[src/rtl/tttr_pkg.sv]
// shared types and constants for the time-tagged record decoder
`default_nettype none

package tttr_pkg;

    localparam int unsigned WORD_W  = 32;
    localparam int unsigned CHAN_W  = 6;
    localparam int unsigned DELAY_W = 15;
    localparam int unsigned COUNT_W = 28;
    localparam int unsigned CORR_W  = 64;
    localparam int unsigned FMT_W   = 2;

    // register indexes on the configuration port
    localparam int unsigned CFG_IDX_W = 1;
    localparam logic [CFG_IDX_W-1:0] CFG_RECORD_FORMAT = 1'd0;
    localparam logic [CFG_IDX_W-1:0] CFG_LEGACY_SINGLE = 1'd1;

    // overflow periods
    localparam logic [CORR_W-1:0] WIDE_T3_PERIOD     = 64'd1024;
    localparam logic [CORR_W-1:0] WIDE_T2_PERIOD_OLD = 64'd33552000;
    localparam logic [CORR_W-1:0] NARROW_T3_PERIOD   = 64'd65536;
    localparam logic [CORR_W-1:0] NARROW_T2_PERIOD   = 64'd210698240;

    // shifts that stand for multiplication by the power-of-two periods
    localparam int unsigned WIDE_T3_SHIFT = 10;
    localparam int unsigned WIDE_T2_SHIFT = 25;

    localparam logic [CHAN_W-1:0] WIDE_OVF_CHANNEL = 6'd63;

    typedef enum logic [FMT_W-1:0] {
        FMT_WIDE_T3   = 2'd0,
        FMT_NARROW_T3 = 2'd1,
        FMT_WIDE_T2   = 2'd2,
        FMT_NARROW_T2 = 2'd3
    } fmt_t;

    // split fields of one record plus its correction step
    typedef struct packed {
        logic               is_special;
        logic               is_marker;
        logic               is_overflow;
        logic [CHAN_W-1:0]  channel_number;
        logic [DELAY_W-1:0] delay_time;
        logic [COUNT_W-1:0] sync_or_timetag;
        logic [CORR_W-1:0]  add_amount;
    } split_t;

endpackage

`default_nettype wire

[src/rtl/tttr_field_split.sv]
// record field split and overflow classification, purely combinational
`default_nettype none

module tttr_field_split (
    input  wire logic [tttr_pkg::WORD_W-1:0] word,
    input  wire tttr_pkg::fmt_t              fmt,
    input  wire logic                        legacy,
    output tttr_pkg::split_t                 split
);

    logic                                wide_special;
    logic                                narrow_special;
    logic [tttr_pkg::CHAN_W-1:0]         wide_chan;
    logic [9:0]                          wide_t3_count;
    logic [24:0]                         wide_t2_count;
    logic [11:0]                         narrow_delay;
    logic                                ovf;

    assign wide_special   = word[31];
    assign narrow_special = &word[31:28];
    assign wide_chan      = word[30:25];
    assign wide_t3_count  = word[9:0];
    assign wide_t2_count  = word[24:0];
    assign narrow_delay   = word[27:16];

    always_comb
    begin
        split = '0;
        ovf   = 1'b0;
        unique case (fmt)
            tttr_pkg::FMT_WIDE_T3:
            begin
                split.is_special      = wide_special;
                split.channel_number  = wide_chan;
                split.delay_time      = word[24:10];
                split.sync_or_timetag = tttr_pkg::COUNT_W'(wide_t3_count);
                ovf = wide_special && (wide_chan == tttr_pkg::WIDE_OVF_CHANNEL);
                split.add_amount = legacy ? tttr_pkg::WIDE_T3_PERIOD
                    : (tttr_pkg::CORR_W'(wide_t3_count) << tttr_pkg::WIDE_T3_SHIFT);
            end
            tttr_pkg::FMT_NARROW_T3:
            begin
                split.is_special      = narrow_special;
                split.channel_number  = tttr_pkg::CHAN_W'(word[31:28]);
                split.delay_time      = tttr_pkg::DELAY_W'(narrow_delay);
                split.sync_or_timetag = tttr_pkg::COUNT_W'(word[15:0]);
                ovf = narrow_special && (narrow_delay == '0);
                split.add_amount = tttr_pkg::NARROW_T3_PERIOD;
            end
            tttr_pkg::FMT_WIDE_T2:
            begin
                split.is_special      = wide_special;
                split.channel_number  = wide_chan;
                split.sync_or_timetag = tttr_pkg::COUNT_W'(wide_t2_count);
                ovf = wide_special && (wide_chan == tttr_pkg::WIDE_OVF_CHANNEL);
                split.add_amount = legacy ? tttr_pkg::WIDE_T2_PERIOD_OLD
                    : (tttr_pkg::CORR_W'(wide_t2_count) << tttr_pkg::WIDE_T2_SHIFT);
            end
            tttr_pkg::FMT_NARROW_T2:
            begin
                split.is_special      = narrow_special;
                split.channel_number  = tttr_pkg::CHAN_W'(word[31:28]);
                split.sync_or_timetag = word[27:0];
                ovf = narrow_special && (word[3:0] == 4'd0);
                split.add_amount = tttr_pkg::NARROW_T2_PERIOD;
            end
            default:
            begin
                split = '0;
                ovf   = 1'b0;
            end
        endcase
        split.is_overflow = ovf;
        split.is_marker   = split.is_special && !ovf;
    end

endmodule

`default_nettype wire

[src/rtl/tttr_accumulator.sv]
// 64-bit wrapping overflow correction register
`default_nettype none

module tttr_accumulator (
    input  wire logic                        clk,
    input  wire logic                        rst_n,
    input  wire logic                        advance,
    input  wire logic                        is_overflow,
    input  wire logic [tttr_pkg::CORR_W-1:0] add_amount,
    output logic      [tttr_pkg::CORR_W-1:0] total
);

    logic [tttr_pkg::CORR_W-1:0] acc_reg;
    logic [tttr_pkg::CORR_W-1:0] acc_next;

    // total after this record, wraps modulo 2^64
    assign total    = is_overflow ? (acc_reg + add_amount) : acc_reg;
    assign acc_next = advance ? total : acc_reg;

    always_ff @(posedge clk or negedge rst_n)
    begin
        if (!rst_n)
        begin
            acc_reg <= '0;
        end
        else
        begin
            acc_reg <= acc_next;
        end
    end

endmodule

`default_nettype wire

[src/rtl/tttr_record_overflow_decoder.sv]
// top level: time-tagged record decoder with overflow correction
// an accepted item passes through the input register, then the result register, to m_tvalid
// throughput: one item per cycle while m_tready stays high, set by the single split and 64-bit add stage
// s_tready stays high while the result register drains or is empty
// reset clears the valid flags, the correction total and both config registers
`default_nettype none

module tttr_record_overflow_decoder (
    input  wire logic                           clk,
    input  wire logic                           rst_n,
    // config write channel
    input  wire logic                           cfg_valid,
    output logic                                cfg_ready,
    input  wire logic [tttr_pkg::CFG_IDX_W-1:0] cfg_index,
    input  wire logic [tttr_pkg::FMT_W-1:0]     cfg_data,
    // input records
    input  wire logic                           s_tvalid,
    output logic                                s_tready,
    input  wire logic [31:0]                    s_tdata,  // record_word
    // results
    output logic                                m_tvalid,
    input  wire logic                           m_tready,
    // [5:0] channel_number, [20:6] delay_time, [48:21] sync_or_timetag,
    // [112:49] correction_total, [119:113] zero
    output logic      [119:0]                   m_tdata,
    // [0] is_special, [1] is_marker, [2] is_overflow
    output logic      [2:0]                     m_tuser
);

    // config registers
    tttr_pkg::fmt_t fmt_reg;
    tttr_pkg::fmt_t fmt_next;
    logic           legacy_reg;
    logic           legacy_next;

    // input register stage
    logic                          in_valid_reg;
    logic                          in_valid_next;
    logic [tttr_pkg::WORD_W-1:0]   in_word_reg;
    logic [tttr_pkg::WORD_W-1:0]   in_word_next;

    // result register stage
    logic                          out_valid_reg;
    logic                          out_valid_next;
    logic [119:0]                  out_data_reg;
    logic [119:0]                  out_data_next;
    logic [2:0]                    out_user_reg;
    logic [2:0]                    out_user_next;

    tttr_pkg::split_t              split;
    logic [tttr_pkg::CORR_W-1:0]   corr_total;
    logic                          advance;
    logic                          in_take;

    // config writes are taken at any time; block is idle by contract
    assign cfg_ready = 1'b1;

    // item in the input register moves on when the result register frees up
    assign advance  = in_valid_reg && (!out_valid_reg || m_tready);
    assign s_tready = !in_valid_reg || advance;
    assign in_take  = s_tvalid && s_tready;

    tttr_field_split u_split (
        .word   (in_word_reg),
        .fmt    (fmt_reg),
        .legacy (legacy_reg),
        .split  (split)
    );

    tttr_accumulator u_acc (
        .clk         (clk),
        .rst_n       (rst_n),
        .advance     (advance),
        .is_overflow (split.is_overflow),
        .add_amount  (split.add_amount),
        .total       (corr_total)
    );

    always_comb
    begin
        fmt_next    = fmt_reg;
        legacy_next = legacy_reg;
        if (cfg_valid && cfg_ready)
        begin
            unique case (cfg_index)
                tttr_pkg::CFG_RECORD_FORMAT: fmt_next    = tttr_pkg::fmt_t'(cfg_data);
                tttr_pkg::CFG_LEGACY_SINGLE: legacy_next = cfg_data[0];
                default:                     fmt_next    = fmt_reg;
            endcase
        end
    end

    always_comb
    begin
        in_valid_next = in_valid_reg;
        in_word_next  = in_word_reg;
        if (in_take)
        begin
            in_valid_next = 1'b1;
            in_word_next  = s_tdata;
        end
        else if (advance)
        begin
            in_valid_next = 1'b0;
        end
    end

    always_comb
    begin
        out_valid_next = out_valid_reg;
        out_data_next  = out_data_reg;
        out_user_next  = out_user_reg;
        if (advance)
        begin
            out_valid_next = 1'b1;
            out_data_next  = {7'd0, corr_total, split.sync_or_timetag,
                              split.delay_time, split.channel_number};
            out_user_next  = {split.is_overflow, split.is_marker, split.is_special};
        end
        else if (m_tready)
        begin
            out_valid_next = 1'b0;
        end
    end

    always_ff @(posedge clk or negedge rst_n)
    begin
        if (!rst_n)
        begin
            fmt_reg       <= tttr_pkg::FMT_WIDE_T3;
            legacy_reg    <= 1'b0;
            in_valid_reg  <= 1'b0;
            out_valid_reg <= 1'b0;
        end
        else
        begin
            fmt_reg       <= fmt_next;
            legacy_reg    <= legacy_next;
            in_valid_reg  <= in_valid_next;
            out_valid_reg <= out_valid_next;
        end
    end

    // payload registers, no reset needed
    always_ff @(posedge clk)
    begin
        in_word_reg  <= in_word_next;
        out_data_reg <= out_data_next;
        out_user_reg <= out_user_next;
    end

    assign m_tvalid = out_valid_reg;
    assign m_tdata  = out_data_reg;
    assign m_tuser  = out_user_reg;

endmodule

`default_nettype wire

[config.mk]
export PLATFORM = sky130hd
export DESIGN_NAME = tttr_record_overflow_decoder
export DESIGN_NICKNAME = d
export VERILOG_FILES = /design/src/rtl/tttr_pkg.sv /design/src/rtl/tttr_field_split.sv /design/src/rtl/tttr_accumulator.sv /design/src/rtl/tttr_record_overflow_decoder.sv
export SDC_FILE = /design/constraint.sdc
export NUM_CORES = 1
export LEC_CHECK = 0
export ABC_AREA = 1
export BUFFER_PORTS_ARGS = -buffer_cell sky130_fd_sc_hd__buf_2
export CORE_MARGIN = 2
export CORE_UTILIZATION = 50
export CTS_CLUSTER_SIZE = 24
export DETAILED_ROUTE_END_ITERATION = 8
export PLACE_DENSITY = 0.79
export SLEW_MARGIN = 20
export SYNTH_ARGS = -nofsm -noshare
export SYNTH_HDL_FRONTEND = slang
export SYNTH_SLANG_ARGS = --single-unit
[constraint.sdc]
create_clock -name clk -period 5 [get_ports clk]
set_input_delay 1 -clock clk [delete_from_list [all_inputs] [get_ports clk]]
set_output_delay 1 -clock clk [all_outputs]
set_load 0.02 [all_outputs]
## Word level (Yosys, flattened, before mapping)

Index checks and enable logic that the tools add are counted.

| word-level totals | value |
|---|---|
| register bits | 217 |
| input bits | 40 |
| output and inout port bits | 126 |
| word-level logic and storage cells | 47 |

| cells by class | value |
|---|---|
| $add $sub $neg | 1 |
| equal/unequal tests | 4 |
| multiplexer cells | 12 |
| bitwise gates (word level) | 1 |
| reduce and logical (&&, ||, !) cells | 21 |

Operators by type and width:

| operator | count |
|---|---|
| one-hot mux 92 bit (4 select lines) | 1 |
| adder 64 bit | 1 |
| 2-to-1 mux 64 bit | 1 |
| 2-to-1 mux 50 bit | 1 |
| one-hot mux 15 bit (2 select lines) | 1 |
| 2-to-1 mux 20 bit | 1 |
| logical NOT 12 bit | 1 |
| one-hot mux 6 bit (2 select lines) | 1 |
| == test 6 bit (second input constant) | 1 |
| logical AND 1 bit | 6 |
| == test 2 bit (second input constant) | 2 |
| logical NOT 4 bit | 1 |
| 2-to-1 mux 1 bit | 4 |
| AND reduction 2 bit | 2 |
| AND reduction 4 bit | 1 |
| nonzero test 2 bit | 2 |
| OR reduction 2 bit | 2 |
| logical NOT 1 bit | 3 |
| one-hot mux 1 bit (3 select lines) | 1 |
| == test 2 x 1 -> 1 bit (second input constant) | 1 |
| logical NOT 2 bit | 1 |
| logical OR 1 bit | 2 |
| one-hot mux 1 bit (2 select lines) | 1 |
| inverter 1 bit | 1 |

## Longest topological paths before layout

| logic depth | value |
|---|---|
| word-level depth | 6 |
| depth in mapped cells | 22 |
| mapped depth without buffers | 21 |

## By module

From an unflattened synthesis, not the netlist that was laid out.

| unflattened totals | value |
|---|---|
| cells, all modules | 2129 |
| area, all modules | 15085.7 um^2 |

By module, submodules not included:

| module | instances | cells each | area an instance (um^2) | sequential area each (um^2) |
|---|---|---|---|---|
| tttr_accumulator | 1 | 1738 | 9247.6 | 1601.5 |
| tttr_record_overflow_decoder | 1 | 185 | 4733.3 | 4569.4 |
| tttr_field_split | 1 | 206 | 1104.8 | 0.0 |

## Least setup slack after synthesis

No wires, ideal clock.

| timing | value |
|---|---|
| kind | in2reg |
| from | input port m_tready |
| to | register out_data_reg[0] (netlist: m_tdata[0]), enable pin |
| library setup time | 0.516 ns |
| arrival | 4.534 ns |
| required time | 4.484 ns |
| path slack | -0.050 ns |
| stages on the path | 5 |
| buffers on the path | 1 |
| path through | inv_1 > nand2_1 > nand2_1 > inv_2 > buf_1 |

| on the way | value |
|---|---|
| word-level cells in the longest chain between the ends | 2 |

RTL lines:

| what | line | RTL |
|---|---|---|
| start, declared | tttr_record_overflow_decoder.sv:22 | `input wire logic m_tready,` |
| logical OR 1 bit | tttr_record_overflow_decoder.sv:59 | `assign advance = in_valid_reg && (!out_valid_reg \|\| m_tready);` |
| logical AND 1 bit | tttr_record_overflow_decoder.sv:59 |  |
| named net advance | tttr_record_overflow_decoder.sv:52 | `logic advance;` |
| end signal, assigned | tttr_record_overflow_decoder.sv:148 | `out_data_reg <= out_data_next;` |
| end, declared | tttr_record_overflow_decoder.sv:45 | `logic [119:0] out_data_reg;` |

The timed path passes the listed nets, and every way through them passes these cells.
A chain may end at the register's enable or synchronous reset.

## Worst setup path after layout

| timing | value |
|---|---|
| from | register fmt_reg[0] |
| to | register out_data_reg[109] (netlist: m_tdata[109]), data pin |

| on the way | value |
|---|---|
| word-level cells in the longest chain between the ends | 4 |
| elaborated cells on any way between the ends | 9 |
| those cells by class | add/sub: 1; eq/ne: 3; mux: 3; reduce/logical: 2 |

RTL lines:

| what | line | RTL |
|---|---|---|
| start, declared | tttr_record_overflow_decoder.sv:31 | `tttr_pkg::fmt_t fmt_reg;` |
| start signal, assigned | tttr_record_overflow_decoder.sv:130 | `fmt_reg <= tttr_pkg::FMT_WIDE_T3;` |
| start signal, assigned | tttr_record_overflow_decoder.sv:137 | `fmt_reg <= fmt_next;` |
| == test 2 bit, or another cell as far along | tttr_field_split.sv:30 | `unique case (fmt)` |
| one-hot mux 92 bit (4 select lines) / OR reduction 2 bit (equally long branches) | -- |  |
| adder 64 bit / one-hot mux 1 bit (3 select lines) (equally long branches) | tttr_accumulator.sv:17, tttr_field_split.sv:30 |  |
| 2-to-1 mux 64 bit (*) | tttr_accumulator.sv:17 | `assign total = is_overflow ? (acc_reg + add_amount) : acc_reg;` |
| named net corr_total (one bit) | tttr_record_overflow_decoder.sv:51 | `logic [tttr_pkg::CORR_W-1:0] corr_total;` |

The timed path passes the listed nets; every way through them passes the cells marked *. The select of a mux whose other input is x is not followed.

==> run summary <==
outcome: finished clean
period utilisation layout: 80.8%
post-layout min period: 4.04 ns
CP cell instances: inv_1 -> nand3_1 -> nor2_1 -> ha_1 -> nand2_1 -> nor2_1 -> inv_1 -> nor2_1 -> inv_1 -> nor2_1 -> nand3_1 -> nand2_1 -> nand2_1 -> nand2_1 -> nand2_1
# H-tree levels: 1
# setup viols final: 0
CTS tree: done
Async S/R FF share, synth: 30.5%
crit-path max cell delay: 0.78 ns
Crit path max-delay family: simple AND/OR/NAND/NOR gates
vias in the first global route: 10,600
Mapped Area: 0.0123 mm²
Pins Over Slew Limit: 0
cell mode on critical path: nand2_1
Syn Area/Cell: 7.53 µm²
Min Hold Slack: 0.467 ns
die area: 0.0259 mm²
Worst EP required: 5.25 ns
crit path buf inv count: 3
Netlist cell types: 35
Peak VDD IR: 0.373 mV
critical path data arrival time: 4.30 ns
Worst path slowest cell: dfrtp_1
Via density: 5.21
Seq cells post-synth: 203
I/O Buffers: 150
CTS max path bufs: 3
Final Hold Fails: 0
largest net degree at the start of global routing: 79
most frequent cells in the layout: nand2_1 (595), inv_1 (266), buf_2 (150), nor2_1 (148), edfxtp_1 (141)
layout cells sized above 1: 12.4%
DP HPWL: 27.2 mm
grt ovf: 0
worst slew pin tran: 0.971 ns
DR WL/cell: 16.7 µm
number of flops mapped to enable cells by yosys: 141
I/O pin count: 166
Syn Inst Count: 1,636
Detail Route Antenna Nets: 0
class of the worst hold path: register to register
Final Net Count: 1,868
WL final: 35.4 mm
vias: 11,100
filler cell count: 2,289
gr usage total: 27.4%
RSZ-0062 raised after global routing: false
Primary FF master, synth: edfxtp_1
row cnt: 57
max_slew headroom: 35.1%
first drt pass iteration count: 8
initial antenna violation count: 0
max FFs per register: 106
pwr dens: 417 mW/mm²
Crit Path Category: register to register
Post-CTS Setup Bufs: 0
Area growth, synth to finish: 14.7%
Setup crit end kind: register
leakage dissipation: 7.21 nW
storage element area: 0.00579 mm²
CTS resizes: 0
Max Clock Freq: 247 MHz
DRT iter0 DRCs: 1,071
Core ar.: 0.0242 mm²
die height: 161 µm
Num Clock Sinks: 203
clock skew: 0.0132 ns
DIE WIDTH: 161 µm
Clock Latency Late Sink: 0.52 ns
gpl congestion: 0.964
critical path launch point type: register
sequential area share after synthesis: 46.9%
setup TNS: 0 ns
ANT cells: 0
overall power: 5.89 mW
Clock Tree Root: clkbuf_16
first-pass GRT wire length: 55.8 mm
# DRC: 0
Post-CTS Hold Buffers: 0
most common cell after layout, fill and taps aside: nand2_1
Max-cap violations: 0
Initial Util: 50.8%
Multi-input gate area: 0.00532 mm²
synth warn: 0
CP max FO: 22
Clk pin slew, worst setup/hold paths: 0.06 ns
total CTS buffers: 22
[cell usage after synthesis (all sizes together), types with 7 or more instances]
master | instances | area share [%]
nand2 | 596 | 18
buf | 33 | 1.7
edfxtp | 141 | 34
ha | 43 | 4.4
nor2 | 148 | 4.5
o22ai | 13 | 0.66
o21bai | 7 | 0.43
inv | 270 | 8.2
o21ai | 67 | 3.1
and2 | 10 | 0.51
dfrtp | 62 | 13
clkbuf | 15 | 0.46
nand3b | 12 | 0.73
nor3 | 14 | 0.57
or2 | 9 | 0.46
nand3 | 91 | 3.7
a21oi | 53 | 2.2
xnor2 | 20 | 1.4
nand4 | 7 | 0.36
[cells by family (layout without fill, tap and decap cells)]
group | after synthesis | after routing | synth area share (%)
other | 2 | 15 | 0.0609
flip-flops | 203 | 203 | 46.9
buffers and inverters | 318 | 470 | 10.4
AO/OA/AOI/OAI | 155 | 155 | 7.30
AND/OR/NAND/NOR | 891 | 891 | 29.2
XOR/XNOR | 24 | 24 | 1.71
adder cells (fa/ha/maj) | 43 | 43 | 4.37
[power breakdown]
part,internal (mW),leakage [nW],total (mW),switching (mW)
Clock,1.02,0.362,1.71,0.683
Combinational,0.586,4.63,1.84,1.26
Sequential,2.17,2.22,2.34,0.175
[per-layer routing]
metal | track usage [%] | wire length, µm
met1 | 39.2 | 16000
met2 | 43.8 | 15700
met3 | 3.67 | 2740
met4 | 8.52 | 953
met5 | 0 | 0
[layout make-up]
| cell class | count | share of cell area, % |
|---|---|---|
| Multi-Input combinational cell | 1128 | 37.6 |
| Tap cell | 324 | 2.87 |
| Timing Repair Buffer | 160 | 6.02 |
| Clock buffer | 27 | 4.32 |
| Clock inverter | 13 | 1.04 |
| Sequential cell | 203 | 40.9 |
| Inverter | 270 | 7.21 |
[path summary, 6_finish.rpt]
kind | from | to | slack [ns] | cells after the start
setup / recovery | fmt_reg[0]$_DFFE_PN0P_ | m_tdata[109]$_DFFE_PP_ | 0.96 | 15
hold / removal | in_word_reg[0]$_DFFE_PP_ | m_tdata[21]$_DFFE_PP_ | 0.47 | 0
setup reg to reg | fmt_reg[0]$_DFFE_PN0P_ | m_tdata[109]$_DFFE_PP_ | 0.96 | 15
hold reg to reg | in_word_reg[0]$_DFFE_PP_ | m_tdata[21]$_DFFE_PP_ | 0.47 | 0
max in group asynchronous | rst_n | u_acc.acc_reg[47]$_DFFE_PN0P_ | 3.45 | 2
min in group asynchronous | rst_n | u_acc.acc_reg[16]$_DFFE_PN0P_ | 0.57 | 1
[through the flow]
step	cells	cell area [µm²]	utilization (%)	setup slack [ns]
2_1_floorplan	1649	12400	-	0.191
6_report	2125	14100	58.3	0.958
3_3_place_gp	2085	13400	55.2	1.28
4_1_cts	2125	14100	58.3	1.10
5_1_grt	2125	14100	58.3	0.795
3_5_place_dp	2085	13400	55.2	1.13
(Power assumes the default switching activity.)
